<file path="src/hw/rtl/mlfq_pkg.sv">
// Shared types and constants for the multilevel feedback queue scheduler.
// Used by mlfq_ctrl, mlfq_dp and mlfq_scheduler_core; no dependencies.
package mlfq_pkg;

   localparam int PID_W    = 16;
   localparam int ALLOT_W  = 4;
   localparam int DEMOTE_W = 4;
   localparam int BOOST_W  = 8;
   localparam int CSR_W    = 8;
   localparam int LVL_OUT_W = 2;

   localparam logic [ALLOT_W-1:0]  ALLOT_MAX     = 4'd15;
   localparam logic [DEMOTE_W-1:0] DEMOTE_RESET  = 4'd2;
   localparam logic [BOOST_W-1:0]  BOOST_RESET   = 8'd10;

   localparam logic CSR_DEMOTE_TICKS = 1'b0;
   localparam logic CSR_BOOST_PERIOD = 1'b1;

   localparam logic OP_ADMIT = 1'b0;
   localparam logic OP_TICK  = 1'b1;

   typedef enum logic [7:0] {
      ST_IDLE     = 8'b0000_0001,
      ST_ADM_RD   = 8'b0000_0010,
      ST_ADM_WR   = 8'b0000_0100,
      ST_TK_CNT   = 8'b0000_1000,
      ST_TK_BOOST = 8'b0001_0000,
      ST_TK_RUN   = 8'b0010_0000,
      ST_TK_SWAP  = 8'b0100_0000,
      ST_DONE     = 8'b1000_0000
   } state_type;

   typedef struct packed {
      logic capture;
      logic adm_check;
      logic adm_write;
      logic tick_count;
      logic boost_step;
      logic run_step;
      logic swap;
      logic finish;
   } cmd_type;

   typedef struct packed {
      logic op_tick;
      logic full;
      logic boost_due;
      logic boost_last;
      logic dispatch;
      logic rsp_busy;
   } stat_type;

endpackage

</file>
<file path="src/hw/rtl/mlfq_ctrl.sv">
// Sequencer for the scheduler: walks admit and tick items through the datapath.
// Depends on mlfq_pkg for the state, command and status types.
module mlfq_ctrl
   import mlfq_pkg::*;
(
   input  logic     clock,
   input  logic     reset,
   input  logic     req_valid,
   output logic     req_stall,
   input  stat_type stat,
   output cmd_type  cmd
);

   state_type state_ff, state_in;

   always_comb begin
      state_in = state_ff;
      cmd      = '0;
      case (state_ff)
         ST_IDLE: begin
            if (req_valid) begin
               cmd.capture = 1'b1;
               state_in    = stat.op_tick ? ST_TK_CNT : ST_ADM_RD;
            end
         end
         ST_ADM_RD: begin
            cmd.adm_check = 1'b1;
            state_in      = stat.full ? ST_DONE : ST_ADM_WR;
         end
         ST_ADM_WR: begin
            cmd.adm_write = 1'b1;
            state_in      = ST_DONE;
         end
         ST_TK_CNT: begin
            cmd.tick_count = 1'b1;
            state_in       = stat.boost_due ? ST_TK_BOOST : ST_TK_RUN;
         end
         ST_TK_BOOST: begin
            cmd.boost_step = 1'b1;
            if (stat.boost_last) state_in = ST_TK_RUN;
         end
         ST_TK_RUN: begin
            cmd.run_step = 1'b1;
            state_in     = stat.dispatch ? ST_TK_SWAP : ST_DONE;
         end
         ST_TK_SWAP: begin
            cmd.swap = 1'b1;
            state_in = ST_DONE;
         end
         ST_DONE: begin
            if (!stat.rsp_busy) begin
               cmd.finish = 1'b1;
               state_in   = ST_IDLE;
            end
         end
         default: state_in = ST_IDLE;
      endcase
   end

   assign req_stall = (state_ff != ST_IDLE);

   always_ff @(posedge clock) begin
      if (reset) state_ff <= ST_IDLE;
      else       state_ff <= state_in;
   end

endmodule

</file>
<file path="src/hw/rtl/mlfq_dp.sv">
// Datapath for the scheduler: entry memories, level queues, run state, result beat.
// Depends on mlfq_pkg for widths, register indexes and command/status types.
module mlfq_dp
   import mlfq_pkg::*;
#(
   parameter int MAX_PROCS  = 32,
   parameter int NUM_LEVELS = 3
) (
   input  logic                 clock,
   input  logic                 reset,
   input  cmd_type              cmd,
   output stat_type             stat,
   input  logic                 req_operation,
   input  logic [PID_W-1:0]     req_process_id,
   input  logic                 csr_we,
   input  logic                 csr_index,
   input  logic [CSR_W-1:0]     csr_data,
   output logic                 rsp_valid,
   input  logic                 rsp_stall,
   output logic                 rsp_running_valid,
   output logic [PID_W-1:0]     rsp_running_pid,
   output logic [LVL_OUT_W-1:0] rsp_running_level,
   output logic                 rsp_switched,
   output logic [PID_W-1:0]     rsp_stopped_pid,
   output logic                 rsp_status
);

   localparam int PW  = $clog2(MAX_PROCS);
   localparam int CW  = $clog2(MAX_PROCS + 1);
   localparam int LIW = $clog2(NUM_LEVELS);
   localparam int LVW = $clog2(NUM_LEVELS + 1);
   localparam logic [LIW-1:0] TOP      = LIW'(NUM_LEVELS - 1);
   localparam logic [LIW-1:0] BOOST_LV = LIW'(NUM_LEVELS - 2);
   localparam logic [CW-1:0]  FULL_CNT = CW'(MAX_PROCS);

   logic [PID_W-1:0]   pid_mem   [MAX_PROCS];
   logic [ALLOT_W-1:0] allot_mem [MAX_PROCS];
   logic [PW-1:0]      next_mem  [MAX_PROCS];
   logic [PW-1:0]      free_mem  [MAX_PROCS];

   logic [PW-1:0] head_ff  [NUM_LEVELS];
   logic [PW-1:0] head_in  [NUM_LEVELS];
   logic [PW-1:0] tail_ff  [NUM_LEVELS];
   logic [PW-1:0] tail_in  [NUM_LEVELS];
   logic [CW-1:0] count_ff [NUM_LEVELS];
   logic [CW-1:0] count_in [NUM_LEVELS];

   logic [CW-1:0] used_ff, used_in, sp_ff, sp_in, hwm_ff, hwm_in;

   logic [PID_W-1:0]    run_pid_ff;
   logic [LVW-1:0]      run_level_ff;
   logic [ALLOT_W-1:0]  run_allot_ff;
   logic                run_valid_ff;
   logic [BOOST_W-1:0]  boost_count_ff;
   logic [DEMOTE_W-1:0] demote_ticks_ff;
   logic [BOOST_W-1:0]  boost_period_ff;
   logic [LIW-1:0]      boost_lv_ff;
   logic [LIW-1:0]      best_ff;

   logic [PID_W-1:0]   pid_ff;
   logic               switched_ff, status_ff;
   logic [PID_W-1:0]   stopped_ff;

   logic [PID_W-1:0]   pid_rd_ff;
   logic [ALLOT_W-1:0] allot_rd_ff;
   logic [PW-1:0]      next_rd_ff;
   logic [PW-1:0]      free_rd_ff;

   logic               rsp_valid_ff;
   logic               rsp_rv_ff, rsp_sw_ff, rsp_st_ff;
   logic [PID_W-1:0]   rsp_pid_ff, rsp_stop_ff;
   logic [LVL_OUT_W-1:0] rsp_lvl_ff;

   logic [BOOST_W-1:0] bc_inc;
   logic               boost_due_c;
   logic [ALLOT_W-1:0] new_allot;
   logic [LVW-1:0]     new_level;
   logic [LIW-1:0]     best_c;
   logic               found_c, dispatch_c, demote_c;

   logic               next_we;
   logic [PW-1:0]      next_wa, next_wd;
   logic               ent_we;
   logic [PW-1:0]      ent_wa;
   logic [PID_W-1:0]   ent_pid_wd;
   logic [ALLOT_W-1:0] ent_allot_wd;
   logic               free_we;
   logic [PW-1:0]      slot_c, swap_slot;
   logic [LIW-1:0]     rl_idx;
   logic [CW-1:0]      cnt_pop, cnt_rl;

   always_comb begin
      bc_inc      = boost_count_ff + BOOST_W'(1);
      boost_due_c = (bc_inc >= boost_period_ff);
      new_allot   = (run_allot_ff < ALLOT_MAX) ? run_allot_ff + ALLOT_W'(1) : run_allot_ff;
      new_level   = run_level_ff;
      demote_c    = run_valid_ff && (run_level_ff > LVW'(1)) && (new_allot >= demote_ticks_ff);
      if (!run_valid_ff) new_allot = run_allot_ff;
      if (demote_c) begin
         new_level = run_level_ff - LVW'(1);
         new_allot = '0;
      end
      best_c  = '0;
      found_c = 1'b0;
      for (int i = 0; i < NUM_LEVELS; i++) begin
         if (count_ff[i] != '0) begin
            best_c  = LIW'(i);
            found_c = 1'b1;
         end
      end
      dispatch_c = found_c && (!run_valid_ff || ((LVW'(best_c) + LVW'(1)) >= new_level));
   end

   always_comb begin
      for (int i = 0; i < NUM_LEVELS; i++) begin
         head_in[i]  = head_ff[i];
         tail_in[i]  = tail_ff[i];
         count_in[i] = count_ff[i];
      end
      used_in      = used_ff;
      sp_in        = sp_ff;
      hwm_in       = hwm_ff;
      next_we      = 1'b0;
      next_wa      = tail_ff[TOP];
      next_wd      = '0;
      ent_we       = 1'b0;
      ent_wa       = '0;
      ent_pid_wd   = pid_ff;
      ent_allot_wd = '0;
      free_we      = 1'b0;
      slot_c       = (sp_ff != '0) ? free_rd_ff : hwm_ff[PW-1:0];
      swap_slot    = head_ff[best_ff];
      rl_idx       = LIW'(run_level_ff - LVW'(1));
      cnt_pop      = count_ff[best_ff] - CW'(1);
      cnt_rl       = (rl_idx == best_ff) ? cnt_pop : count_ff[rl_idx];

      if (cmd.adm_write) begin
         used_in = used_ff + CW'(1);
         if (sp_ff != '0) sp_in = sp_ff - CW'(1);
         else             hwm_in = hwm_ff + CW'(1);
         ent_we       = 1'b1;
         ent_wa       = slot_c;
         ent_pid_wd   = pid_ff;
         ent_allot_wd = '0;
         if (count_ff[TOP] == '0) begin
            head_in[TOP] = slot_c;
         end else begin
            next_we = 1'b1;
            next_wa = tail_ff[TOP];
            next_wd = slot_c;
         end
         tail_in[TOP]  = slot_c;
         count_in[TOP] = count_ff[TOP] + CW'(1);
      end

      if (cmd.boost_step && (count_ff[boost_lv_ff] != '0)) begin
         if (count_ff[TOP] == '0) begin
            head_in[TOP] = head_ff[boost_lv_ff];
         end else begin
            next_we = 1'b1;
            next_wa = tail_ff[TOP];
            next_wd = head_ff[boost_lv_ff];
         end
         tail_in[TOP]          = tail_ff[boost_lv_ff];
         count_in[TOP]         = count_ff[TOP] + count_ff[boost_lv_ff];
         count_in[boost_lv_ff] = '0;
         head_in[boost_lv_ff]  = '0;
         tail_in[boost_lv_ff]  = '0;
      end

      if (cmd.swap) begin
         head_in[best_ff]  = next_rd_ff;
         count_in[best_ff] = cnt_pop;
         if (run_valid_ff) begin
            ent_we       = 1'b1;
            ent_wa       = swap_slot;
            ent_pid_wd   = run_pid_ff;
            ent_allot_wd = run_allot_ff;
            if (cnt_rl == '0) begin
               head_in[rl_idx] = swap_slot;
            end else begin
               next_we = 1'b1;
               next_wa = tail_ff[rl_idx];
               next_wd = swap_slot;
            end
            tail_in[rl_idx]  = swap_slot;
            count_in[rl_idx] = cnt_rl + CW'(1);
         end else begin
            free_we = 1'b1;
            sp_in   = sp_ff + CW'(1);
            used_in = used_ff - CW'(1);
         end
      end
   end

   always_ff @(posedge clock) begin
      if (ent_we) begin
         pid_mem[ent_wa]   <= ent_pid_wd;
         allot_mem[ent_wa] <= ent_allot_wd;
      end
      if (next_we) next_mem[next_wa] <= next_wd;
      if (free_we) free_mem[sp_ff[PW-1:0]] <= swap_slot;
      pid_rd_ff   <= pid_mem[head_ff[best_c]];
      allot_rd_ff <= allot_mem[head_ff[best_c]];
      next_rd_ff  <= next_mem[head_ff[best_c]];
      free_rd_ff  <= free_mem[PW'(sp_ff - CW'(1))];
   end

   always_ff @(posedge clock) begin
      if (reset) begin
         for (int i = 0; i < NUM_LEVELS; i++) begin
            head_ff[i]  <= '0;
            tail_ff[i]  <= '0;
            count_ff[i] <= '0;
         end
         used_ff         <= '0;
         sp_ff           <= '0;
         hwm_ff          <= '0;
         run_pid_ff      <= '0;
         run_level_ff    <= LVW'(NUM_LEVELS);
         run_allot_ff    <= '0;
         run_valid_ff    <= 1'b0;
         boost_count_ff  <= '0;
         demote_ticks_ff <= DEMOTE_RESET;
         boost_period_ff <= BOOST_RESET;
         rsp_valid_ff    <= 1'b0;
      end else begin
         for (int i = 0; i < NUM_LEVELS; i++) begin
            head_ff[i]  <= head_in[i];
            tail_ff[i]  <= tail_in[i];
            count_ff[i] <= count_in[i];
         end
         used_ff <= used_in;
         sp_ff   <= sp_in;
         hwm_ff  <= hwm_in;
         if (csr_we) begin
            if (csr_index == CSR_DEMOTE_TICKS) demote_ticks_ff <= csr_data[DEMOTE_W-1:0];
            if (csr_index == CSR_BOOST_PERIOD) boost_period_ff <= csr_data[BOOST_W-1:0];
         end
         if (cmd.tick_count) boost_count_ff <= boost_due_c ? '0 : bc_inc;
         if (cmd.run_step && run_valid_ff) begin
            run_allot_ff <= new_allot;
            run_level_ff <= new_level;
         end
         if (cmd.swap) begin
            run_pid_ff   <= pid_rd_ff;
            run_allot_ff <= allot_rd_ff;
            run_level_ff <= LVW'(best_ff) + LVW'(1);
            run_valid_ff <= 1'b1;
         end
         if (cmd.finish)      rsp_valid_ff <= 1'b1;
         else if (!rsp_stall) rsp_valid_ff <= 1'b0;
      end
   end

   always_ff @(posedge clock) begin
      if (cmd.capture) begin
         pid_ff      <= req_process_id;
         switched_ff <= 1'b0;
         stopped_ff  <= '0;
         status_ff   <= 1'b0;
      end
      if (cmd.adm_check && (used_ff == FULL_CNT)) status_ff <= 1'b1;
      if (cmd.tick_count) boost_lv_ff <= BOOST_LV;
      if (cmd.boost_step) boost_lv_ff <= boost_lv_ff - LIW'(1);
      if (cmd.run_step)   best_ff <= best_c;
      if (cmd.swap) begin
         switched_ff <= 1'b1;
         stopped_ff  <= run_valid_ff ? run_pid_ff : '0;
      end
      if (cmd.finish) begin
         rsp_rv_ff   <= run_valid_ff;
         rsp_pid_ff  <= run_valid_ff ? run_pid_ff : '0;
         rsp_lvl_ff  <= run_valid_ff ? run_level_ff[LVL_OUT_W-1:0] : '0;
         rsp_sw_ff   <= switched_ff;
         rsp_stop_ff <= stopped_ff;
         rsp_st_ff   <= status_ff;
      end
   end

   assign stat.op_tick    = (req_operation == OP_TICK);
   assign stat.full       = (used_ff == FULL_CNT);
   assign stat.boost_due  = boost_due_c;
   assign stat.boost_last = (boost_lv_ff == '0);
   assign stat.dispatch   = dispatch_c;
   assign stat.rsp_busy   = rsp_valid_ff && rsp_stall;

   assign rsp_valid         = rsp_valid_ff;
   assign rsp_running_valid = rsp_rv_ff;
   assign rsp_running_pid   = rsp_pid_ff;
   assign rsp_running_level = rsp_lvl_ff;
   assign rsp_switched      = rsp_sw_ff;
   assign rsp_stopped_pid   = rsp_stop_ff;
   assign rsp_status        = rsp_st_ff;

endmodule

</file>
<file path="src/hw/rtl/mlfq_scheduler_core.sv">
// Top level of the multilevel feedback queue scheduler: sequencer plus datapath.
// Depends on mlfq_pkg, mlfq_ctrl and mlfq_dp.
//
// One admit or tick beat is taken at a time. An admit checks for room, then
// writes the new entry at the tail of the top queue, or skips the write when
// the store is full. A tick counts toward the boost period, splices the lower
// queues onto the top queue one level a cycle when that period expires, and
// swaps in a queued process when one is dispatched. The entry and free-slot
// memories are read through registers, and the result waits in an output
// register. A new beat is accepted while the previous result still waits in
// the output register. Entry storage needs no clearing pass after reset.
module mlfq_scheduler_core
   import mlfq_pkg::*;
#(
   parameter int MAX_PROCS  = 32,
   parameter int NUM_LEVELS = 3
) (
   input  logic                 clock,
   input  logic                 reset,
   input  logic                 req_valid,
   output logic                 req_stall,
   input  logic                 req_operation,
   input  logic [PID_W-1:0]     req_process_id,
   input  logic                 csr_we,
   input  logic                 csr_index,
   input  logic [CSR_W-1:0]     csr_data,
   output logic                 rsp_valid,
   input  logic                 rsp_stall,
   output logic                 rsp_running_valid,
   output logic [PID_W-1:0]     rsp_running_pid,
   output logic [LVL_OUT_W-1:0] rsp_running_level,
   output logic                 rsp_switched,
   output logic [PID_W-1:0]     rsp_stopped_pid,
   output logic                 rsp_status
);

   cmd_type  cmd;
   stat_type stat;

   mlfq_ctrl u_ctrl (
      .clock     (clock),
      .reset     (reset),
      .req_valid (req_valid),
      .req_stall (req_stall),
      .stat      (stat),
      .cmd       (cmd)
   );

   mlfq_dp #(
      .MAX_PROCS  (MAX_PROCS),
      .NUM_LEVELS (NUM_LEVELS)
   ) u_dp (
      .clock             (clock),
      .reset             (reset),
      .cmd               (cmd),
      .stat              (stat),
      .req_operation     (req_operation),
      .req_process_id    (req_process_id),
      .csr_we            (csr_we),
      .csr_index         (csr_index),
      .csr_data          (csr_data),
      .rsp_valid         (rsp_valid),
      .rsp_stall         (rsp_stall),
      .rsp_running_valid (rsp_running_valid),
      .rsp_running_pid   (rsp_running_pid),
      .rsp_running_level (rsp_running_level),
      .rsp_switched      (rsp_switched),
      .rsp_stopped_pid   (rsp_stopped_pid),
      .rsp_status        (rsp_status)
   );

   a_busy_after_accept: assert property (@(posedge clock) disable iff (reset)
      (req_valid && !req_stall) |=> req_stall)
      else $error("sequencer took a beat but did not go busy");

   a_idle_pid_zero: assert property (@(posedge clock) disable iff (reset)
      (rsp_valid && !rsp_running_valid) |-> (rsp_running_pid == '0))
      else $error("running pid set with no running process");

   a_stop_needs_switch: assert property (@(posedge clock) disable iff (reset)
      (rsp_valid && !rsp_switched) |-> (rsp_stopped_pid == '0))
      else $error("stopped pid set without a switch");

   a_refuse_no_switch: assert property (@(posedge clock) disable iff (reset)
      (rsp_valid && rsp_status) |-> !rsp_switched)
      else $error("refused admit reported a switch");

endmodule
</file>
<file path="config.mk">
export PLATFORM = sky130hd
export DESIGN_NAME = mlfq_scheduler_core
export DESIGN_NICKNAME = d
export VERILOG_FILES = /design/src/hw/rtl/mlfq_pkg.sv /design/src/hw/rtl/mlfq_ctrl.sv /design/src/hw/rtl/mlfq_dp.sv /design/src/hw/rtl/mlfq_scheduler_core.sv
export SDC_FILE = /design/constraint.sdc
export NUM_CORES = 2
export LEC_CHECK = 0
export ABC_AREA = 1
export BUFFER_PORTS_ARGS = -buffer_cell sky130_fd_sc_hd__buf_2
export CAP_MARGIN = 20
export CORE_ASPECT_RATIO = 1.25
export CORE_UTILIZATION = 63
export DETAILED_ROUTE_END_ITERATION = 16
export PLACE_DENSITY = 0.8
export SKIP_LAST_GASP = 1
export SYNTH_ARGS = -nofsm -noshare
export SYNTH_HDL_FRONTEND = slang
export SYNTH_SLANG_ARGS = --single-unit
export TNS_END_PERCENT = 50
</file>
<file path="constraint.sdc">
create_clock -name clock -period 4.3 [get_ports clock]
set_clock_uncertainty 0.05 [all_clocks]
set_input_delay 0.645 -clock clock [delete_from_list [all_inputs] [get_ports clock]]
set_output_delay 0.645 -clock clock [all_outputs]
set_load 0.03 [all_outputs]
</file>
# [Yosys cells after proc, flatten, opt, wreduce, memory -nomap -nowiden]
# Memories as Yosys holds them, arrays and structs flattened. A register that Yosys moved wholly into a read port is not among the register bits.
# Index checks and enable logic that the tools add are counted.
[totals] ff_bits=145 ramBits=1008 input_bits=31 output_inout_bits=39 word_cells=254 memories=7
[op_classes] addsub=15 order_cmp=11 n_eq_ne=15 n_mux=133 bitwise_logic=19 reduce_logical=30
[memory_table] memory="u_dp.pid_mem" words=32 width=16 read_ports=1 rd_ports_with_merged_regs=1 write_ports=1 line="mlfq_dp.sv:36" text="logic [PID_W-1:0] pid_mem [MAX_PROCS];"
[memory_table] memory="u_dp.free_mem" words=32 width=5 read_ports=1 rd_ports_with_merged_regs=1 write_ports=1 line="mlfq_dp.sv:39" text="logic [PW-1:0] free_mem [MAX_PROCS];"
[memory_table] memory="u_dp.next_mem" words=32 width=5 read_ports=1 rd_ports_with_merged_regs=1 write_ports=1 line="mlfq_dp.sv:38" text="logic [PW-1:0] next_mem [MAX_PROCS];"
[memory_table] memory="u_dp.allot_mem" words=32 width=4 read_ports=1 rd_ports_with_merged_regs=1 write_ports=1 line="mlfq_dp.sv:37" text="logic [ALLOT_W-1:0] allot_mem [MAX_PROCS];"
[memory_table] memory="u_dp.count_ff" words=3 width=6 read_ports=6 rd_ports_with_merged_regs=2 write_ports=3 line="mlfq_dp.sv:45" text="logic [CW-1:0] count_ff [NUM_LEVELS];"
[memory_table] memory="u_dp.head_ff" words=3 width=5 read_ports=6 rd_ports_with_merged_regs=2 write_ports=3 line="mlfq_dp.sv:41" text="logic [PW-1:0] head_ff [NUM_LEVELS];"
[memory_table] memory="1 more memories"
[op_table] operator="$mux 5" n=28
[op_table] operator="$mux 15" n=7
[op_table] operator="$mux 6" n=16
[op_table] operator="$mux 16" n=5
[op_table] operator="$pmux 8 s7" n=1
[op_table] operator="$mux 18" n=3
[op_table] operator="$mux 8" n=6
[op_table] operator="$bwmux 15" n=3
[op_table] operator="$mux 1" n=37
[op_table] operator="$bwmux 18" n=2
[op_table] operator="$demux 6 s2" n=3
[op_table] operator="$mux 4" n=8
[op_table] operator="$add 6x1->6 const B" n=5
[op_table] operator="$and 15x15->15" n=2
[op_table] operator="$demux 5 s2" n=3
[op_table] operator="$reduce_bool 6->1" n=5
[op_table] operator="$mux 2" n=11
[op_table] operator="$and 18x18->18" n=1
[op_table] operator="$not 18->18" n=1
[op_table] operator="$sub 6x1->6 const B" n=3
[op_table] operator="$not 15->15" n=1
[op_table] operator="$logic_not 6->1" n=2
[op_table] operator="$logic_and 1x1->1" n=10
[op_table] operator="$ge 3x3->1 const B" n=3
[op_table] operator="other kinds (35)" n=57

# [Depth between registers and ports, before layout]
[depth] depth_word=14 mapped_depth=21 ltp_nobuf=21

# [Modules after synthesis]
# Synthesis repeated with hierarchy kept, for this count alone.
[unflattened] hier_cells=4736 area_unflattened_um2=51694.6
[by_module_without_submodules] module="mlfq_dp" n_inst=1 cells_each=4654 area_per_inst_um2=51146.6 seq_area_each_um2=33922.5
[by_module_without_submodules] module="mlfq_ctrl" n_inst=1 cells_each=82 area_per_inst_um2=548.0 seq_area_each_um2=160.2

# [Worst setup path after synthesis]
# No wires, ideal clock.
[synth_path] path_kind="flip-flop to flip-flop" start="register u_dp.run_level_ff[0]" end="memory u_dp.next_mem[0][0] (netlist bit), data pin" setup_time_ps=377 arrival_time_ps=3203 t_required_ps=3873 slack_ps=670 path_stages_with_launch=17 path_buffers=1 period_less_slack_ps=3630 cell_sequence="dfxtp_1 -> inv_1 -> ha_1 -> inv_2 -> clkbuf_1 -> nand2_1 -> nand3_1 -> o21a_1 -> inv_1 -> ha_1 -> nand2_1 -> nor2_2 -> nand3_4 -> nand2_1 -> inv_2 -> nor2_1 -> a21oi_1"
[synth_via] elab_chain_cells=7 elab_cells_between_ends=8 classes_between="1 x add/sub; 1 x eq/ne; 4 x mux; 1 x reduce/logical; 1 x memory"
[synth_lines] item="start: declaration" line="mlfq_dp.sv:51" text="logic [LVW-1:0] run_level_ff;"
[synth_lines] item="start signal: assignment" line="mlfq_dp.sv:220" text="run_level_ff <= LVW'(NUM_LEVELS);"
[synth_lines] item="start signal: assignment" line="mlfq_dp.sv:243" text="run_level_ff <= new_level;"
[synth_lines] item="start signal: assignment" line="mlfq_dp.sv:248" text="run_level_ff <= LVW'(best_ff) + LVW'(1);"
[synth_lines] item="$sub 2x1->2 *" line="mlfq_dp.sv:133" text="rl_idx = LIW'(run_level_ff - LVW'(1));"
[synth_lines] item="$mem_v2 3x6 / $eq 2x2->1 (equally long branches)"
[synth_lines] item="$mux 6 *" line="mlfq_dp.sv:135" text="cnt_rl = (rl_idx == best_ff) ? cnt_pop : count_ff[rl_idx];"
[synth_lines] item="$logic_not 6->1 *" line="mlfq_dp.sv:179" text="if (cnt_rl == '0) begin"
[synth_lines] item="$mux 5 *" line="mlfq_dp.sv:179"
[synth_lines] item="$mux 5 *" line="mlfq_dp.sv:174" text="if (run_valid_ff) begin"
[synth_lines] item="$mux 5 *" line="mlfq_dp.sv:171" text="if (cmd.swap) begin"
[synth_lines] item="named net u_dp.next_wd[0]" line="mlfq_dp.sv:82" text="logic [PW-1:0] next_wa, next_wd;"
[synth_lines] item="end: declaration" line="mlfq_dp.sv:38"
# The timed path passes the listed nets; every way through them passes the cells marked *.

==> impl_metrics.json <==
{
  "crit_family": "simple AND/OR/NAND/NOR gates",
  "drt-initial-drc-count": 4339,
  "ys_ff_latch": 1186,
  "nNetsFinal": 4797,
  "synthDistinctLibCells": 59,
  "placed_cell_area_um2": 53500,
  "wirelength_mm": 131,
  "die-area_um2": 83500,
  "maxSlewHeadroom": 0.286,
  "critPathMaxFanout": 13,
  "layout_common_cells": "edfxtp_1 (1033), nand2_1 (841), inv_1 (609)",
  "synthArstFlopShare": 0,
  "netlist_area_um2": 51900,
  "synth_ff_type": "edfxtp_1",
  "reg2reg_depth": 15,
  "cpMaxStageDelayCell": "dfxtp_1",
  "drc": 0,
  "drt-vias-per-instance": 6.13,
  "rr_endpoint": "u_dp.next_mem[14][4]$_DFFE_PP_",
  "die_w_um": 259,
  "initial_core_util": 0.636,
  "postRouteAntennaNets": 0,
  "clk_latency_ps": 700,
  "drive_above_1_share": 0.102,
  "holdBufCountCts": 0,
  "hp-class": "in -> reg",
  "core-area_um2": 81500,
  "holdPathEnd": "u_dp.pid_ff[6]$_DFFE_PP_",
  "post_cts_resized": 0,
  "p_per_area_nw_per_um2": 399,
  "die_h_um": 323,
  "status": "finished clean",
  "synth_cells": 4685,
  "top_level_ports": 70,
  "post-cts-setup-buffers": 0,
  "cp.arrival_ps": 4160,
  "min_path_cells": 1,
  "cts.sink_count": 1186,
  "worst-r2r-setup-slack_ps": 420,
  "seq_area_frac_synth": 0.657,
  "worstPathBufferInverterCount": 2,
  "path_cells": "inv_2, nand3_1, nand2_2, ha_1, inv_1, o21ai_0, ha_1, nand2_1, nor2_2, nand3_4, nand2_4, nand2_1, nand2_2, nand3_4, nor2_1",
  "design_area_um2": 57100,
  "ir_worst_vdd_mv": 0.395,
  "final.min_clock_period_ps": 3880,
  "crit_required_ps": 4580,
  "grt_max_degree": 181,
  "overflow": 0,
  "clk_path_buf_depth": 3,
  "maxCapViolations": 0,
  "area_delta_synth_final_pct": 10.1,
  "p_leak_nw": 21.6,
  "post-route-period-util": 0.902,
  "start_kind": "flip-flop",
  "rows": 117,
  "fin_setup_tns_ps": 0,
  "tightest_slew_ps": 1070,
  "place_congestion": 0.965,
  "antenna_found_initial": 4,
  "grtUsageTotal": 0.311,
  "fin_hold_ws_ps": 68.6,
  "power.total_mw": 22.8,
  "rsz0062_at_grt": "false",
  "fmax_mhz": 258,
  "synth_edf_count": 1033,
  "drt-wirelength-per-cell_um": 22.2,
  "htreeDepth": 3,
  "syn_avg_cell_area_um2": 11.1,
  "grt_pass1_vias": 35500,
  "num_vias": 36100,
  "grt_pass1_wl_mm": 198,
  "path_clk_slew_ps": 70,
  "io_buffers": 69,
  "synth_fp_nets": 4761,
  "worstSetupPathType": "reg -> reg",
  "hpwl_mm": 80.3,
  "finalHoldViolCount": 0,
  "min_from": "req_process_id[6]",
  "slowest_delay_ps": 650,
  "cts_made_buffers": 107,
  "end_kind": "flip-flop",
  "synth_warnings": 0,
  "drv_slew": 0,
  "cts_tree": "yes",
  "setup_viol": 0,
  "cts_root_buf": "clkbuf_16",
  "layout.cells.most_common": "edfxtp_1",
  "first_pass_iters": 10
}
-- worst max path at each step --
stage / endpoint / cells after the start / startpoint
floorplan: u_dp.next_mem[0][0]$_DFFE_PP_ / 16 / u_dp.run_level_ff[0]$_SDFFE_PP1P_
global placement: u_dp.next_mem[18][0]$_DFFE_PP_ / 15 / flip-flop
detailed placement: u_dp.next_mem[14][3]$_DFFE_PP_ / 15 / flip-flop
CTS: u_dp.next_mem[14][4]$_DFFE_PP_ / 15 / flip-flop
global route: u_dp.next_mem[16][0]$_DFFE_PP_ / 15 / flip-flop
finish: u_dp.next_mem[14][4]$_DFFE_PP_ / 15 / flip-flop
-- logic make-up (layout without fill, tap and decap cells) --
| group | Yosys count | in the layout | synth area share |
|---|---|---|---|
| compound gates | 834 | 834 | 0.108 |
| xor+xnor | 21 | 21 | 0.00355 |
| fa+ha+maj | 45 | 45 | 0.0110 |
| buf+inv | 896 | 1023 | 0.0715 |
| flops | 1186 | 1186 | 0.657 |
| mux | 41 | 41 | 0.00815 |
| other cells | 0 | 3 | 0 |
| simple gates | 1662 | 1662 | 0.141 |
-- layer usage --
layer  part of all wire  track usage  routed length, um
met3              0.080       0.0456              10400
met4              0.057        0.178               7450
met1               0.36        0.366              46400
met5            0.00010            0                 13
met2               0.51        0.546              66400
-- cell usage after synthesis, types with 4 or more instances --
cell type	n	area, um2
nor3_1	19	95.1
o21ai_1	7	35.0
inv_1	610	2290
and2_1	6	37.5
nand4_1	26	163
o21ai_0	182	911
clkbuf_1	89	334
a21boi_0	7	52.6
o211ai_1	425	3190
a221oi_1	5	43.8
a211oi_1	17	128
o221ai_1	44	385
nor4_1	5	31.3
a31oi_1	15	93.8
nand3b_1	4	30.0
dfxtp_1	153	3060
clkinv_1	7	26.3
edfxtp_1	1033	31000
buf_1	9	33.8
buf_2	120	601
nand3_4	9	158
a22oi_1	9	67.6
or2_2	5	31.3
nand3_2	14	140
buf_6	4	45.0
inv_2	13	48.8
xor2_1	16	140
a21oi_1	101	505
o22ai_1	4	25.0
buf_4	43	323
nand2_1	841	3160
nand3_1	424	2120
xnor2_1	5	43.8
mux2i_1	40	400
ha_1	44	551
nor2_1	270	1010
nand2_2	21	131
-- state kept, by name (all words and copies together) (netlist names), 5 cells and up, named ones only --
name                  cells
u_dp.pid_mem            512
u_dp.free_mem           160
u_dp.next_mem           160
u_dp.allot_mem          128
u_dp.count_ff            18
u_dp.pid_ff              16
u_dp.pid_rd_ff           16
u_dp.rsp_running_pid     16
u_dp.rsp_stopped_pid     16
u_dp.run_pid_ff          16
u_dp.stopped_ff          16
u_dp.head_ff             15
u_dp.tail_ff             15
u_ctrl.state_ff           8
u_dp.boost_count_ff       8
u_dp.boost_period_ff      8
u_dp.sp_ff                6
u_dp.used_ff              6
u_dp.free_rd_ff           5
u_dp.hwm_ff               5
u_dp.next_rd_ff           5
-- power by group --
| part | internal, mW | switching (mW) | total (mW) |
|---|---|---|---|
| Clock | 5.30 | 4.22 | 9.52 |
| Sequential | 12.6 | 0.0364 | 12.6 |
| Combinational | 0.148 | 0.493 | 0.641 |
| Total | 18.1 | 4.75 | 22.8 |
-- final cells by class --
type / instances / area (um2)
clock buffer: 133 / 2870
fill: 5488 / 24400
timing repair buffer: 192 / 1520
sequential: 1186 / 34100
tap: 1071 / 1340
antenna: 3 / 7.51
inverter: 631 / 2380
multi-input combinational: 2603 / 14300
clock inverter: 67 / 627
-- through the flow --
stage                     worst slack (ps)   util  std cells
after floorplan                        670      -       4685
after global placement                 643  0.656       5678
after detailed placement               489  0.656       5678
after CTS                              459  0.699       5878
after global routing                   123  0.701       5886
final                                  420  0.701       5886
No activity file was read; power rests on OpenSTA's default activity.
